`config.mk`:
```
export PLATFORM = sky130hd
export DESIGN_NAME = ikp_out
export DESIGN_NICKNAME = d
export VERILOG_FILES = /design/src/sv/ikp_pkg.sv /design/src/sv/ikp_out.sv
export SDC_FILE = /design/constraint.sdc
export NUM_CORES = 1
export LEC_CHECK = 0
export BUFFER_PORTS_ARGS = -buffer_cell sky130_fd_sc_hd__buf_2
export CAP_MARGIN = 10
export CORE_AREA = 4 4 298 300
export DETAILED_ROUTE_END_ITERATION = 12
export DIE_AREA = 0 0 302 304
export GPL_TIMING_DRIVEN = 0
export HOLD_SLACK_MARGIN = 0.08
export PLACE_DENSITY = 0.3
export SYNTH_ARGS = -nofsm -noshare
export SYNTH_HDL_FRONTEND = slang
export SYNTH_SLANG_ARGS = --single-unit
export TNS_END_PERCENT = 10
```
`constraint.sdc`:
```
create_clock -name clock -period 6.2 [get_ports clock]
set_input_delay 0.31 -clock clock [delete_from_list [all_inputs] [get_ports clock]]
set_output_delay 0.31 -clock clock [all_outputs]
set_load 0.05 [all_outputs]
```
`src/sv/ikp_pkg.sv`:
```
// shared types and constants of the imu kalman predict block
package ikp_pkg;

   localparam int STATE_FRAC_BITS_DEF = 16;

   localparam logic [23:0] DT_RESET = 24'd33554;

   localparam logic [1:0] REG_TIME_STEP      = 2'd0;
   localparam logic [1:0] REG_POSITION_NOISE = 2'd1;
   localparam logic [1:0] REG_VELOCITY_NOISE = 2'd2;
   localparam logic [1:0] REG_GRAVITY        = 2'd3;

   typedef struct packed {
      logic signed [15:0] qw;
      logic signed [15:0] qx;
      logic signed [15:0] qy;
      logic signed [15:0] qz;
      logic signed [31:0] ax;
      logic signed [31:0] ay;
      logic signed [31:0] az;
   } item_type;

   typedef struct packed {
      logic signed [31:0] px;
      logic signed [31:0] py;
      logic signed [31:0] pz;
      logic signed [31:0] vx;
      logic signed [31:0] vy;
      logic signed [31:0] vz;
      logic [30:0] ppx;
      logic [30:0] ppy;
      logic [30:0] ppz;
      logic [30:0] vvx;
      logic [30:0] vvy;
      logic [30:0] vvz;
   } result_type;

   function automatic logic signed [31:0] sat32(input logic signed [71:0] x);
      if (x > 72'sd2147483647) return 32'sh7fffffff;
      if (x < -72'sd2147483648) return 32'sh80000000;
      return x[31:0];
   endfunction

   function automatic logic signed [31:0] satvar(input logic signed [71:0] x);
      if (x > 72'sd2147483647) return 32'sh7fffffff;
      if (x < 72'sd0) return 32'sd0;
      return x[31:0];
   endfunction

endpackage

```
`src/sv/ikp_out.sv`:
```
// one entry result register between the engine and the result channel
module ikp_out (
   input  logic                clock,
   input  logic                reset,
   input  logic                res_valid,
   output logic                res_ready,
   input  ikp_pkg::result_type res_in,
   output logic                empty,
   input  logic                pop,
   output ikp_pkg::result_type res_out
);

   logic valid_ff;
   ikp_pkg::result_type data_ff;

   assign res_ready = !valid_ff;
   assign empty     = !valid_ff;
   assign res_out   = data_ff;

   always_ff @(posedge clock) begin
      if (res_valid && !valid_ff) data_ff <= res_in;
      if (reset) begin
         valid_ff <= 1'b0;
      end else if (res_valid && !valid_ff) begin
         valid_ff <= 1'b1;
      end else if (pop && valid_ff) begin
         valid_ff <= 1'b0;
      end
   end

endmodule

```
==> run metrics <==
run status completed; number of setup buffers added after CTS 0; most frequent CP cell buf_16; crit path launch type flop; Worst path slowest cell and2b_4; die area 91800 µm²; Final Hold Viols 0; Placed Cells 2306; Post-synth EDFFs 378; filler-free cell count of the finished design 2769; average vias per placed instance between 3 and 4; ranking of synthesized cells by area edfxtp_1 100%, dfxtp_1 0.18%, and2b_2 0.077%; io pins 762; CTS Sinks 379; Mapped Area between 10000 and 15000 µm²; setup TNS 0 ns; CP cell instances and2b_4, buf_16, buf_16, buf_16; Tot GR Track Use under 10%; maxcap violations 0; RR Endpoint res_out[222]; yosys warns 0; Clk pin slew, worst setup/hold paths 0.06 ns; initial antenna violation count 7; Yosys top cell by area edfxtp_1; Cells after Synth 384; Crit Path Class reg2reg; Worst Tran Pin Value 0.897 ns; Fin Clk Skew slightly below 0.03 ns; most frequent cell after synthesis edfxtp_1; FILL cells slightly above 9000; CTS tree yes; global-route wire length before repair about 64 mm; die height 304 µm; cell family with most CP delay buffers and inverters; flop2flop setup slack 3.51 ns; WP data required 6.42 ns; CP max FO slightly below 60; arrival time worst endpoint 2.91 ns; pwr/cell area 305 nW/µm²; post-layout util 25.6%; critical path's largest stage delay about 0.85 ns; WP buf/inv 3; vias in the first global route 9736; sequential share of the synthesized area between 90% and 100%; share of the synthesized area in the top cell type 99.6%; library cells used by synthesis 7; GRT Residual Overflow 0; hold path endpoint res_out[242]; Initial Utilization 13.2%; fraction of layout cells with a size suffix above 1 51.6%; residual DRC count 0; post-DP HPWL 34.2 mm; r2r worst-path depth 4; FP Rows 108; synthesized flop and latch total around 380; worst hold start res_in[242]; Die W 302 µm; syn_area_per_cell about 30 µm²; post-synthesis async set-or-reset flop share 0%; final wirelength 45.1 mm; routed length per instance 16.3 µm; Longest Clk Path Bufs 3; # resized after CTS 0; Port Buffer Count roughly 760; DRT iter0 DRCs 306; RSZ-0062 raised after global routing no; Final Max Tran Viols 0; Worst Hold Depth 2; Critical R2R Launch valid_ff; DR pass1 iterations 4; Clock Latency Late Sink 0.57 ns; total CTS buffers 47; Worst Setup End Kind flop; Root Buffer clkbuf_16; Final #Nets 1962; final period utilization between 40% and 50%; RePlAce Congestion around 0.75; Final ANT Viol Nets 0; final worst path period need 2.69 ns; final setup fails 0; core area roughly 86000 µm²; Most used DFF post-synth edfxtp_1; largest net degree at the start of global routing 61; area grow syn2layout 93.3%; Syn Nets 766; P_leak 8.98 nW; worst min path class in2reg; H-tree depth 2; DR vias approximately 8500; fmax 372 MHz; Max IR drop VDD between 150 and 200 µV; Slew HR 40.2%
[worst max path at each step]
stage | from | end | depth (start not counted)
after detailed placement | res_valid | res_out[318] | 5
after global routing | valid_ff | res_out[222] | 4
after global placement | res_valid | res_out[113] | 2
final | valid_ff | res_out[222] | 4
after floorplan | valid_ff | res_out[0] | 1
after CTS | valid_ff | res_out[222] | 4
[cells in the final DEF (no fill, tap or decap), types with 3 or more instances in the layout]
cell / Yosys / final
edfxtp_1: 378 / 378
inv_6: 0 / 3
clkbuf_16: 0 / 49
buf_16: 0 / 6
clkinv_2: 0 / 7
clkinv_1: 0 / 6
buf_2: 0 / 761
clkbuf_1: 0 / 12
diode_2: 0 / 3
dlygate4sd3_1: 0 / 380
[report_power, final]
group / internal [W] / switching [W] / total, W
clock network: 0.00148 / 0.00109 / 0.00257
registers: 0.00301 / 0.0000368 / 0.00305
logic: 0.000351 / 0.000754 / 0.00111
total: 0.00484 / 0.00188 / 0.00672
[repair_timing]
| action | CTS | global route |
|---|---|---|
| endpoints found under the hold margin | 379 | 0 |
| hold buffers | 380 | 0 |
| endpoints found under the setup margin | 0 | 0 |
[routing by layer]
layer | track usage [%] | wire (µm)
met5 | 0 | 41
met4 | 3.66 | 1580
met3 | 3.30 | 4210
met2 | 17.9 | 24300
met1 | 9.07 | 14900
[kinds of logic after synthesis]
group                  count (synthesis)  share of synthesized area, %
DFF                                  379                          99.7
AOI/OAI and AO/OA                      1                        0.0659
buffers and inverters                  2                        0.0988
and+or+nand+nor                        2                         0.110
[stage by stage]
step | hold slack, ns | worst slack, ns | power (W) | instance area, µm²
after detailed placement | 0.480 | 3.47 | 0.00402 | 16800
final | 0.440 | 3.51 | 0.00672 | 22000
after floorplan | 0.383 | 0.846 | 0.00371 | 11400
after global placement | 0.482 | -1.60 | 0.00405 | 16700
after CTS | 0.376 | 3.48 | 0.00688 | 22000
after global routing | 0.412 | 3.35 | 0.00702 | 22000
[state kept, by name (all words and copies together) (netlist names)]
register / cells
valid_ff: 1
res_out: 378
[layout make-up]
class	instances	area (µm²)	share of cell area (%)
antenna	3	7.51	0.0341
multi-input combinational	3	21.3	0.0965
tap	1155	1450	6.56
buffer	1	7.51	0.0341
timing repair buffer	1147	7780	35.3
clock inverter	19	130	0.591
inverter	1	3.75	0.0170
clock buffer	61	1270	5.77
sequential	379	11400	51.6
No activity file was read; power rests on OpenSTA's default activity.
