File: src/sv/ikp_pkg.sv
// shared types and constants of the imu kalman predict block
package ikp_pkg;

   localparam int STATE_FRAC_BITS_DEF = 16;

   localparam logic [23:0] DT_RESET = 24'd33554;

   localparam logic [1:0] REG_TIME_STEP      = 2'd0;
   localparam logic [1:0] REG_POSITION_NOISE = 2'd1;
   localparam logic [1:0] REG_VELOCITY_NOISE = 2'd2;
   localparam logic [1:0] REG_GRAVITY        = 2'd3;

   typedef struct packed {
      logic signed [15:0] qw;
      logic signed [15:0] qx;
      logic signed [15:0] qy;
      logic signed [15:0] qz;
      logic signed [31:0] ax;
      logic signed [31:0] ay;
      logic signed [31:0] az;
   } item_type;

   typedef struct packed {
      logic signed [31:0] px;
      logic signed [31:0] py;
      logic signed [31:0] pz;
      logic signed [31:0] vx;
      logic signed [31:0] vy;
      logic signed [31:0] vz;
      logic [30:0] ppx;
      logic [30:0] ppy;
      logic [30:0] ppz;
      logic [30:0] vvx;
      logic [30:0] vvy;
      logic [30:0] vvz;
   } result_type;

   function automatic logic signed [31:0] sat32(input logic signed [71:0] x);
      if (x > 72'sd2147483647) return 32'sh7fffffff;
      if (x < -72'sd2147483648) return 32'sh80000000;
      return x[31:0];
   endfunction

   function automatic logic signed [31:0] satvar(input logic signed [71:0] x);
      if (x > 72'sd2147483647) return 32'sh7fffffff;
      if (x < 72'sd0) return 32'sd0;
      return x[31:0];
   endfunction

endpackage

File: src/sv/ikp_front.sv
// input queue that buffers accepted samples for the compute engine
module ikp_front (
   input  logic               clock,
   input  logic               reset,
   input  logic               push,
   output logic               full,
   input  ikp_pkg::item_type  item_in,
   output logic               have_item,
   input  logic               take_item,
   output ikp_pkg::item_type  item_out
);

   ikp_pkg::item_type mem_ff [2];
   logic wr_ptr_ff, rd_ptr_ff;
   logic [1:0] count_ff;

   assign full      = (count_ff == 2'd2);
   assign have_item = (count_ff != 2'd0);
   assign item_out  = mem_ff[rd_ptr_ff];

   always_ff @(posedge clock) begin
      if (push && !full) begin
         mem_ff[wr_ptr_ff] <= item_in;
      end
      if (reset) begin
         wr_ptr_ff <= 1'b0;
         rd_ptr_ff <= 1'b0;
         count_ff  <= 2'd0;
      end else begin
         if (push && !full) wr_ptr_ff <= !wr_ptr_ff;
         if (take_item && have_item) rd_ptr_ff <= !rd_ptr_ff;
         count_ff <= count_ff + 2'((push && !full) ? 1 : 0)
                     - 2'((take_item && have_item) ? 1 : 0);
      end
   end

endmodule

File: config.mk
export PLATFORM = sky130hd
export DESIGN_NAME = ikp_front
export DESIGN_NICKNAME = d
export VERILOG_FILES = /design/src/sv/ikp_pkg.sv /design/src/sv/ikp_front.sv
export SDC_FILE = /design/constraint.sdc
export NUM_CORES = 1
export LEC_CHECK = 0
export ABC_AREA = 1
export BUFFER_PORTS_ARGS = -buffer_cell sky130_fd_sc_hd__buf_2
export CAP_MARGIN = 15
export CORE_MARGIN = 2
export CORE_UTILIZATION = 56
export DETAILED_ROUTE_END_ITERATION = 12
export MAX_ROUTING_LAYER = met4
export PLACE_DENSITY = 0.81
export SLEW_MARGIN = 25
export SYNTH_ARGS = -nofsm -noshare
export SYNTH_HDL_FRONTEND = slang
export SYNTH_SLANG_ARGS = --single-unit
File: constraint.sdc
create_clock -name clock -period 15 [get_ports clock]
set_input_delay 2.25 -clock clock [delete_from_list [all_inputs] [get_ports clock]]
set_output_delay 2.25 -clock clock [all_outputs]
set_load 0.1 [all_outputs]
==> results of run 1 <==
per-layer routing:
layer | GRT usage (%) | routed length, um
met5 | - | 0
met4 | 6.81 | 652
met3 | 5.66 | 2230
met2 | 34.2 | 12000
met1 | 22.7 | 8560
sequential cells by signal (all words and copies together) (netlist names), named ones only:
name and count:
rd_ptr_ff 1, count_ff 2, wr_ptr_ff 1, mem_ff 320
layout make-up:
class | instances | area, um^2
clock buffers | 39 | 826
inverters | 9 | 38.8
clock inverters | 18 | 168
repair buffers | 330 | 1670
fillers | 1365 | 6140
diodes | 7 | 17.5
well taps | 275 | 344
multi-input cells | 184 | 2300
flip-flops and latches | 325 | 9710
through the flow:
step	setup slack (ns)	instance area, um^2	hold WS (ns)	instances	util (%)
3_3_place_gp	10.25	14100	0.488	1123	66.3
6_report	9.81	15100	0.540	1187	71.0
5_1_grt	9.64	15100	0.586	1186	71.0
3_5_place_dp	10.26	14100	0.512	1123	66.3
2_1_floorplan	5.36	12200	0.467	536	-
4_1_cts	9.68	15100	0.540	1180	70.9
critical path, stage by stage (launching register included):
cell     delay, ns
dfxtp_4       0.73
buf_4         0.87
mux2_2        0.34
buf_2         0.43
kinds of logic after synthesis:
| logic type | count (synthesis) |
|---|---|
| DFF | 325 |
| muxes | 160 |
| buffers and inverters | 27 |
| and+or+nand+nor | 20 |
| AOI/OAI and AO/OA | 2 |
| adders and majority gates | 2 |
cells in the final DEF (no fill, tap or decap), drive strengths merged:
cell type,count
bufinv,3
inv,9
clkbuf,39
ha,2
dfxtp,5
nor2,9
mux2,160
edfxtp,320
a21oi,2
nand2,8
clkinv,14
nand3,3
diode,7
clkinvlp,1
buf,330
worst max-delay path by stage:
| stage | cells after the start | end | startpoint |
|---|---|---|---|
| after floorplan | 2 | mem_ff[0][0]$_DFFE_PP_ | push |
| after global placement | 3 | item_out[49] | register |
| after detailed placement | 3 | item_out[49] | register |
| after CTS | 3 | item_out[49] | register |
| after global routing | 3 | item_out[16] | register |
| final | 3 | item_out[8] | register |
==> metrics.txt, run 1 <==
post-cts sizing count 0; Adder-Cell Fraction of Synth Area 0.205%; EDFF count, synth 320; RR Startpoint count_ff[0]$_SDFF_PP0_; CORE AREA 21200 um^2; Residual DRC 0; gp weighted congestion 0.742; clock sinks 325; TritonCTS Buffers 31; die area 23000 um^2; min-delay src rd_ptr_ff$_SDFFE_PP0P_; initial antenna violation count 6; setup_tns 0 ns; Setup Viol. Count Final 0; Mean Syn Cell Area 22.8 um^2; Synth Instances 536; XOR/XNOR Fraction of Synth Area 0%; Yosys top cell area share 78.8%; DR pass1 iterations 5; top post-synthesis cells by count edfxtp_1, mux2_4, mux2_2; num rows 53; main flop type after synthesis edfxtp_1; Post-Route WL 23400 um; Post-CTS Hold Buffers 0; Simple-Gate Fraction of Synth Area 0.646%; largest net degree at the start of global routing 87; Synth Warn # 0; first-pass GRT wire length 33200 um; proportion of synthesized area in mux cells 17.8%; Critical Path End Type primary output; Tot GR Track Use 19.9%; kind of critical path reg2out; Die Y 152 um; Final ANT Viol Nets 0; Vias/cell 5.25; Clock Tree Root clkbuf_16; HP Class reg2reg; Netlist cell types 12; Longest Clk Path Bufs 3; CP Launch Type register; WHS Path Cells 2; Congestion Overflow GR 0; Final Cycle Share 34.6%; flop2flop setup slack 12.23 ns; Post-Synthesis Cell Area 12200 um^2; RSZ-0062 raised after global routing false; R2R cell count 5; DRT iter0 DRCs 384; WP data required 12.75 ns; Critical Path Fanout Max 57; number of synthesized register bits 325; vias in the first global route 6314; CP arrival 2.94 ns; post-CTS setup buffer count 0; Total Nets Final 1047; Seq/Total Area, Yosys 79.6%; outcome finished clean; worst flop-to-flop path endpoint mem_ff[1][129]$_DFFE_PP_; register clock-pin slew on the reported worst setup and hold paths 0.06 ns; H-Tree Depth 1; Slew @ Worst Pin 1.00 ns; Synth async-reset ratio 0%; top-count cell post-synth edfxtp_1; Max Freq 193 MHz; Vias 6230; Clock Skews 0.00802 ns; TritonCTS clock tree done; Synth area leaders edfxtp_1, mux2_4, mux2_2; P&R area growth vs syn 23.6%; number of port buffers 325; Initial Util 57.5%; layout cells sized above 1 59.8%; max_slew headroom 33.3%; Max Slew Vio Count 0; Final Hold Vio Count 0; Die Wd 152 um; largest family of logic cells by synthesized area multiplexers; drt wl/cell 19.7 um; max-cap viol count 0; worst skew pair latency 0.54 ns; syn_nets 702; Synth Area in Compound Gates 0.0821%; Detail Placement HPWL 15500 um; area leader, netlist edfxtp_1; I/O pin total 326; minimum clock period 5.19 ns
Power of run 1 is left out: the tool's default activity adds up to more than one toggle a clock period on the data nets, which glitch-free logic cannot reach.
==> inputs of run 2 (changes only) <==
Settings changed: CORE_UTILIZATION 56 to 52, PLACE_DENSITY 0.81 to 0.76.
Clock period 15 ns to 5.11 ns, I/O delays scaled along.
==> run 2 against run 1 <==
  * Hold slack got worse by 0.15 ns
  * Critical path type unchanged
  * Largest cell class unchanged
  * Core utilization decreased by 5.8 points
  * Critical path depth unchanged
==> metrics.txt, run 2 (synthesized netlist as in run 1, its figures left out) <==
WHS Endpoint count_ff[0]$_SDFF_PP0_; leading cell type in the layout, fill and taps excluded buf_2 (unchanged); Residual DRC 0 (unchanged); Worst path top cell family by delay buffers and inverters (unchanged); Die Y 157 um (was 152 um); drt wl/cell 18.4 um (was 19.7 um); CP arrival 2.28 ns (was 2.94 ns); Detail Placement HPWL 14900 um (was 15500 um); initial antenna violation count 4 (was 6); flop2flop setup slack 2.84 ns (was 12.23 ns); first-pass GRT wire length 32000 um (was 33200 um); Final Hold Vio Count 0 (unchanged); Clock Tree Root clkbuf_16 (unchanged); RSZ-0062 raised after global routing false (unchanged); RR Startpoint count_ff[0]$_SDFF_PP0_ (unchanged); register clock-pin slew on the reported worst setup and hold paths 0.06 ns (about the same); CP cell instances buf_6 > mux2_2 > buf_2 (was buf_4 > mux2_2 > buf_2); gp weighted congestion 0.730 (was 0.742); Vias/cell 5.00 (was 5.25); Final Cycle Share 59.5%; DR pass1 iterations 4 (was 5); TritonCTS clock tree done (unchanged); WP data required 4.34 ns (was 12.75 ns); Max stage delay on crit path 0.55 ns (was 0.87 ns); Critical Path Fanout Max 70 (was 57); HP Class in2reg (was reg2reg); Clock Skews 0.0209 ns (was 0.00802 ns); CP Buf/Inv Count 2 (unchanged); worst skew pair latency 0.55 ns (was 0.54 ns); Post-CTS Hold Buffers 0 (unchanged); Die Wd 157 um (was 152 um); Top reg by flops mem_ff (unchanged); DRT iter0 DRCs 315 (was 384); Max Freq 329 MHz; Final ANT Viol Nets 0 (unchanged); Critical Path End Type primary output (unchanged); Congestion Overflow GR 0 (unchanged); Layout Utilization 65.2% (was 71.0%); Tot GR Track Use 17.5% (was 19.9%); biggest registers after layout mem_ff (320), count_ff (2) (unchanged); max reg flops 320 (unchanged); Post-Route WL 22500 um (was 23400 um); max_slew headroom 38.0% (was 33.3%); minimum clock period 3.04 ns; TritonCTS Buffers 31 (unchanged); H-Tree Depth 1 (unchanged); Longest Clk Path Bufs 3 (unchanged); I/O pin total 326 (unchanged); min-delay src reset (was rd_ptr_ff$_SDFFE_PP0P_); post-cts sizing count 0 (unchanged); kind of critical path reg2out (unchanged); WHS Path Cells 2 (unchanged); clock sinks 325 (unchanged); worst flop-to-flop path endpoint mem_ff[1][144]$_DFFE_PP_ (was mem_ff[1][129]$_DFFE_PP_); Max Slew Vio Count 0 (unchanged); largest net degree at the start of global routing 97 (was 87); outcome finished clean (unchanged); CORE AREA 23300 um^2 (was 21200 um^2); commonest non-fill, non-tap cells in the layout buf_2, edfxtp_1, mux2_4 (unchanged); die area 24700 um^2 (was 23000 um^2); CP max stage cell buf_6 (was buf_4); Total Nets Final 1048 (was 1047); setup_tns 0 ns (unchanged); Initial Util 52.4% (was 57.5%); CP Launch Type register (unchanged); final worst slack 2.07 ns (was 9.81 ns); number of port buffers 325 (unchanged); Setup Viol. Count Final 0 (unchanged); max-cap viol count 0 (unchanged); layout cells sized above 1 59.3% (was 59.8%); Vias 6142 (was 6230); R2R cell count 5 (unchanged); num rows 56 (was 53); vias in the first global route 6087 (was 6314); P&R area growth vs syn 24.4% (was 23.6%); post-place setup slack 2.38 ns (was 10.26 ns); Slew @ Worst Pin 0.931 ns (was 1.00 ns); post-CTS setup buffer count 0 (unchanged)
==> run 2: cell type report <==
type | instances | area, um^2
flip-flops and latches | 325 | 9710
clock inverters | 11 | 128
repair buffers | 331 | 1710
clock buffers | 45 | 878
multi-input cells | 184 | 2300
diodes | 4 | 10.0
well taps | 319 | 399
fillers | 1623 | 8080
inverters | 9 | 38.8
==> run 2: worst reg2reg max path: cells and delay by family, from the launching register on <==
kind	cells	cell delay, ns
and+or+nand+nor	2	0.29
buffers and inverters	3	1.17
DFF	1	0.35
==> run 2: worst max-delay path by stage <==
stage	from	end	slack [ns]	cells after the start
finish	register	item_out[3]	2.07	3
CTS	register	item_out[3]	1.80	3
detailed placement	register	item_out[3]	2.38	3
global route	register	item_out[159]	1.99	3
floorplan	push	mem_ff[1][0]$_DFFE_PP_	0.64	2
global placement	register	item_out[159]	2.38	3
==> run 2: per-layer routing <==
layer  GRT usage, %  vias to the layer above  wire (um)
li1               -                     2813          -
met1           20.2                     2999       8740
met2           29.4                      284      11100
met3           5.18                       46       2030
met4           5.63                        0        650
met5              -                        -          0
==> run 2: metrics by stage <==
step | std cells | area [um^2] | hold WS [ns]
after floorplan | 536 | 12200 | 0.467
after global placement | 1168 | 14200 | 0.488
after detailed placement | 1168 | 14200 | 0.504
after CTS | 1224 | 15200 | 0.365
after global routing | 1228 | 15200 | 0.386
final | 1228 | 15200 | 0.389
Power of run 2 is left out for the same reason.
==> inputs of run 3 (changes only) <==
Settings changed: ABC_AREA 1 to 0.
Clock period 5.11 ns to 2.8 ns, I/O delays scaled along.
==> run 3 against run 2 <==
  * Hold slack worse by 0.32 ns
  * Highest routed layer unchanged
  * Global-route usage about the same
  * Sequential share of layout area is 0.36 points lower
  * Largest cell class unchanged
  * Routed wire length shrank 0.79%
  * Die area fell by 0.14%
  * Synthesized cell count fell by 2.2%
  * Core utilization up 0.38 points
  * Non-clock buffer count grew 5
  * Clock skew down 0.013 ns
  * Design area rose by 0.59%
  * Critical path depth unchanged
  * Via count is 1.7% lower
==> metrics.txt, run 3 <==
Synth Instances 524 (was 536); TritonCTS clock tree done (unchanged); Max Slew Vio Count 0 (unchanged); Yosys top cell area share 78.9% (was 78.8%); Clock Skews 0.00799 ns (was 0.0209 ns); I/O pin total 326 (unchanged); Mean Syn Cell Area 23.2 um^2 (was 22.8 um^2); WP depth 3 (unchanged); initial antenna violation count 3 (was 4); post-cts sizing count 0 (unchanged); Setup Viol. Count Final 0 (unchanged); flop2flop setup slack 0.74 ns (was 2.84 ns); WHS Path Cells 1 (was 2); Max IR drop VDD 748 uV; Residual DRC 0 (unchanged); Comb pwr share 43.5%; Final Hold Vio Count 0 (unchanged); Worst Hold Margin 0.0661 ns (was 0.389 ns); number of synthesized register bits 325 (unchanged); kind of critical path reg2out (unchanged); Max Freq 380 MHz; syn_nets 690 (was 702); Die Y 157 um (about the same); Top reg by flops mem_ff (unchanged); final instance area 15300 um^2 (was 15200 um^2); commonest non-fill, non-tap cells in the layout buf_2, edfxtp_1, mux2_4 (unchanged); total power 18300 uW; worst flop-to-flop path endpoint mem_ff[0][21]$_DFFE_PP_ (was mem_ff[1][144]$_DFFE_PP_); Net Sw Frac 44.5%; Initial Util 52.4% (about the same); max reg flops 320 (unchanged); DR pass1 iterations 4 (unchanged); DRT iter0 DRCs 327 (was 315); Cell Pwr Density 1200 nW/um^2; Post-Route WL 22400 um (was 22500 um); Vias 6037 (was 6142); RSZ-0062 raised after global routing false (unchanged); final worst slack 0.170 ns (was 2.07 ns); EDFF count, synth 320 (unchanged); H-Tree Depth 1 (unchanged); gp weighted congestion 0.726 (was 0.730); post-CTS setup buffer count 0 (unchanged); drt wl/cell 18.3 um (was 18.4 um); minimum clock period 2.63 ns; Synth Warn # 0 (unchanged); max-cap viol count 0 (unchanged); WHS Endpoint mem_ff[0][9]$_DFFE_PP_ (was count_ff[0]$_SDFF_PP0_); Max stage delay on crit path 0.58 ns (was 0.55 ns); CP arrival 2.21 ns (was 2.28 ns); setup_tns 0 ns (unchanged); Tot GR Track Use 17.5% (about the same); num rows 56 (unchanged); internal power 10200 uW; Total Nets Final 1041 (was 1048); Critical Path Fanout Max 54 (was 70); P&R area growth vs syn 25.3% (was 24.4%); Fill cells 1609 (was 1623); CORE AREA 23300 um^2 (unchanged); Final ANT Viol Nets 0 (unchanged); first-pass GRT wire length 32100 um (was 32000 um); worst skew pair latency 0.54 ns (was 0.55 ns); Post-Synthesis Cell Area 12200 um^2 (about the same); CP Buf/Inv Count 2 (unchanged); clock sinks 325 (unchanged); WP data required 2.38 ns (was 4.34 ns); layout cells sized above 1 60.8% (was 59.3%); Worst path top cell family by delay buffers and inverters (unchanged); Reg area 9720 um^2 (was 9710 um^2); outcome finished clean (unchanged); Area after DPL 14200 um^2 (about the same); top post-synthesis cells by count edfxtp_1, mux2_4, mux2_2 (unchanged); Synth area leaders edfxtp_1, mux2_4, mux2_2 (unchanged); CP max stage cell dfxtp_4 (was buf_6); leading cell type in the layout, fill and taps excluded buf_2 (unchanged); Netlist cell types 20 (was 12); power share of the sequential group 34.0%; CP cell instances buf_12 > mux2_2 > buf_2 (was buf_6 > mux2_2 > buf_2); Post-CTS Hold Buffers 0 (unchanged); largest net degree at the start of global routing 112 (was 97); RR Startpoint count_ff[0]$_SDFF_PP0_ (unchanged); area leader, netlist edfxtp_1 (unchanged); HP Class in2reg (unchanged); footprint of the multi-input gates 2310 um^2 (was 2300 um^2); Seq/Total Area, Yosys 79.7% (was 79.6%); die area 24700 um^2 (about the same); vias in the first global route 6088 (was 6087); register clock-pin slew on the reported worst setup and hold paths 0.06 ns (about the same); Vias/cell 4.94 (was 5.00); max_slew headroom 54.8% (was 38.0%); R2R cell count 5 (unchanged); Detail Placement HPWL 14700 um (was 14900 um); clock share of power 22.5%; Final Cycle Share 93.9%; number of port buffers 325 (unchanged); Congestion Overflow GR 0 (unchanged); top-count cell post-synth edfxtp_1 (unchanged); biggest registers after layout mem_ff (320), count_ff (2) (unchanged); Die Wd 157 um (about the same); leakage 0.00590 uW; Longest Clk Path Bufs 3 (unchanged); min-delay src item_in[9] (was reset); CP Launch Type register (unchanged); Slew @ Worst Pin 0.677 ns (was 0.931 ns); main flop type after synthesis edfxtp_1 (unchanged); Synth async-reset ratio 0% (unchanged); NetSw 8150 uW; Clock Tree Root clkbuf_16 (unchanged); post-place setup slack 0.721 ns (was 2.38 ns); TritonCTS Buffers 31 (unchanged); Critical Path End Type primary output (unchanged)
[run 3: cell count changes after synthesis, sizes merged, moves of 2 or more]
| cell | change |
|---|---|
| nand2 | -7 |
| nor2 | -6 |
| inv | -5 |
| nand3 | -3 |
| xnor2 | +2 |
[run 3: power by group through the flow]
stage	Combinational (uW)	Sequential [uW]	Clock, uW
final	7960	6230	4120
after global placement	7960	6300	0
after detailed placement	7990	6340	0
after CTS	8000	6240	4220
after floorplan	7030	6290	0
after global routing	8190	6280	4360
[run 3: per-stage QoR]
| step | utilization [%] | instances |
|---|---|---|
| finish | 65.6 | 1221 |
| global route | 65.6 | 1221 |
| CTS | 65.6 | 1218 |
| detailed placement | 61.2 | 1161 |
| global placement | 61.2 | 1161 |
| floorplan | - | 524 |
[run 3: worst reg2reg max path: stages (launching register included)]
cell and delay [ns]:
dfxtp_2 0.35, nand2b_4 0.15, clkinvlp_4 0.09, or3_4 0.39
clkinvlp_4 0.12, buf_12 0.46
[run 3: cell families after synthesis]
logic type | after synthesis | share of synthesized area (%)
AOI/OAI and AO/OA | 3 | 0.144
xor gates and xnor gates | 3 | 0.216
adders and majority gates | 2 | 0.205
buffers and inverters | 22 | 1.48
DFF | 325 | 79.7
muxes | 160 | 17.9
and+or+nand+nor | 9 | 0.380
[run 3: layout make-up]
type                            count  area share, %
Clock inverter                     22           1.48
Inverter                            4          0.148
Multi-Input combinational cell    177           15.1
Timing Repair Buffer              336           11.8
Clock buffer                       35           5.18
Sequential cell                   325           63.6
Tap cell                          319           2.61
Antenna cell                        3         0.0492
[run 3: how the worst max path moves through the flow]
| stage | end | startpoint |
|---|---|---|
| 5_1_grt | item_out[48] | register |
| 3_3_place_gp | item_out[53] | register |
| 4_1_cts | item_out[48] | register |
| 2_1_floorplan | mem_ff[0][0]$_DFFE_PP_ | count_ff[0]$_SDFF_PP0_ |
| 6_report | item_out[48] | register |
| 3_5_place_dp | item_out[53] | register |
[run 3: metal layers]
| layer | GRT usage [%] | wire length (um) |
|---|---|---|
| met1 | 20.4 | 8760 |
| met5 | - | 0 |
| met3 | 6.03 | 2210 |
| met4 | 5.93 | 565 |
| met2 | 28.7 | 10800 |
No activity file was read; power rests on OpenSTA's default activity.
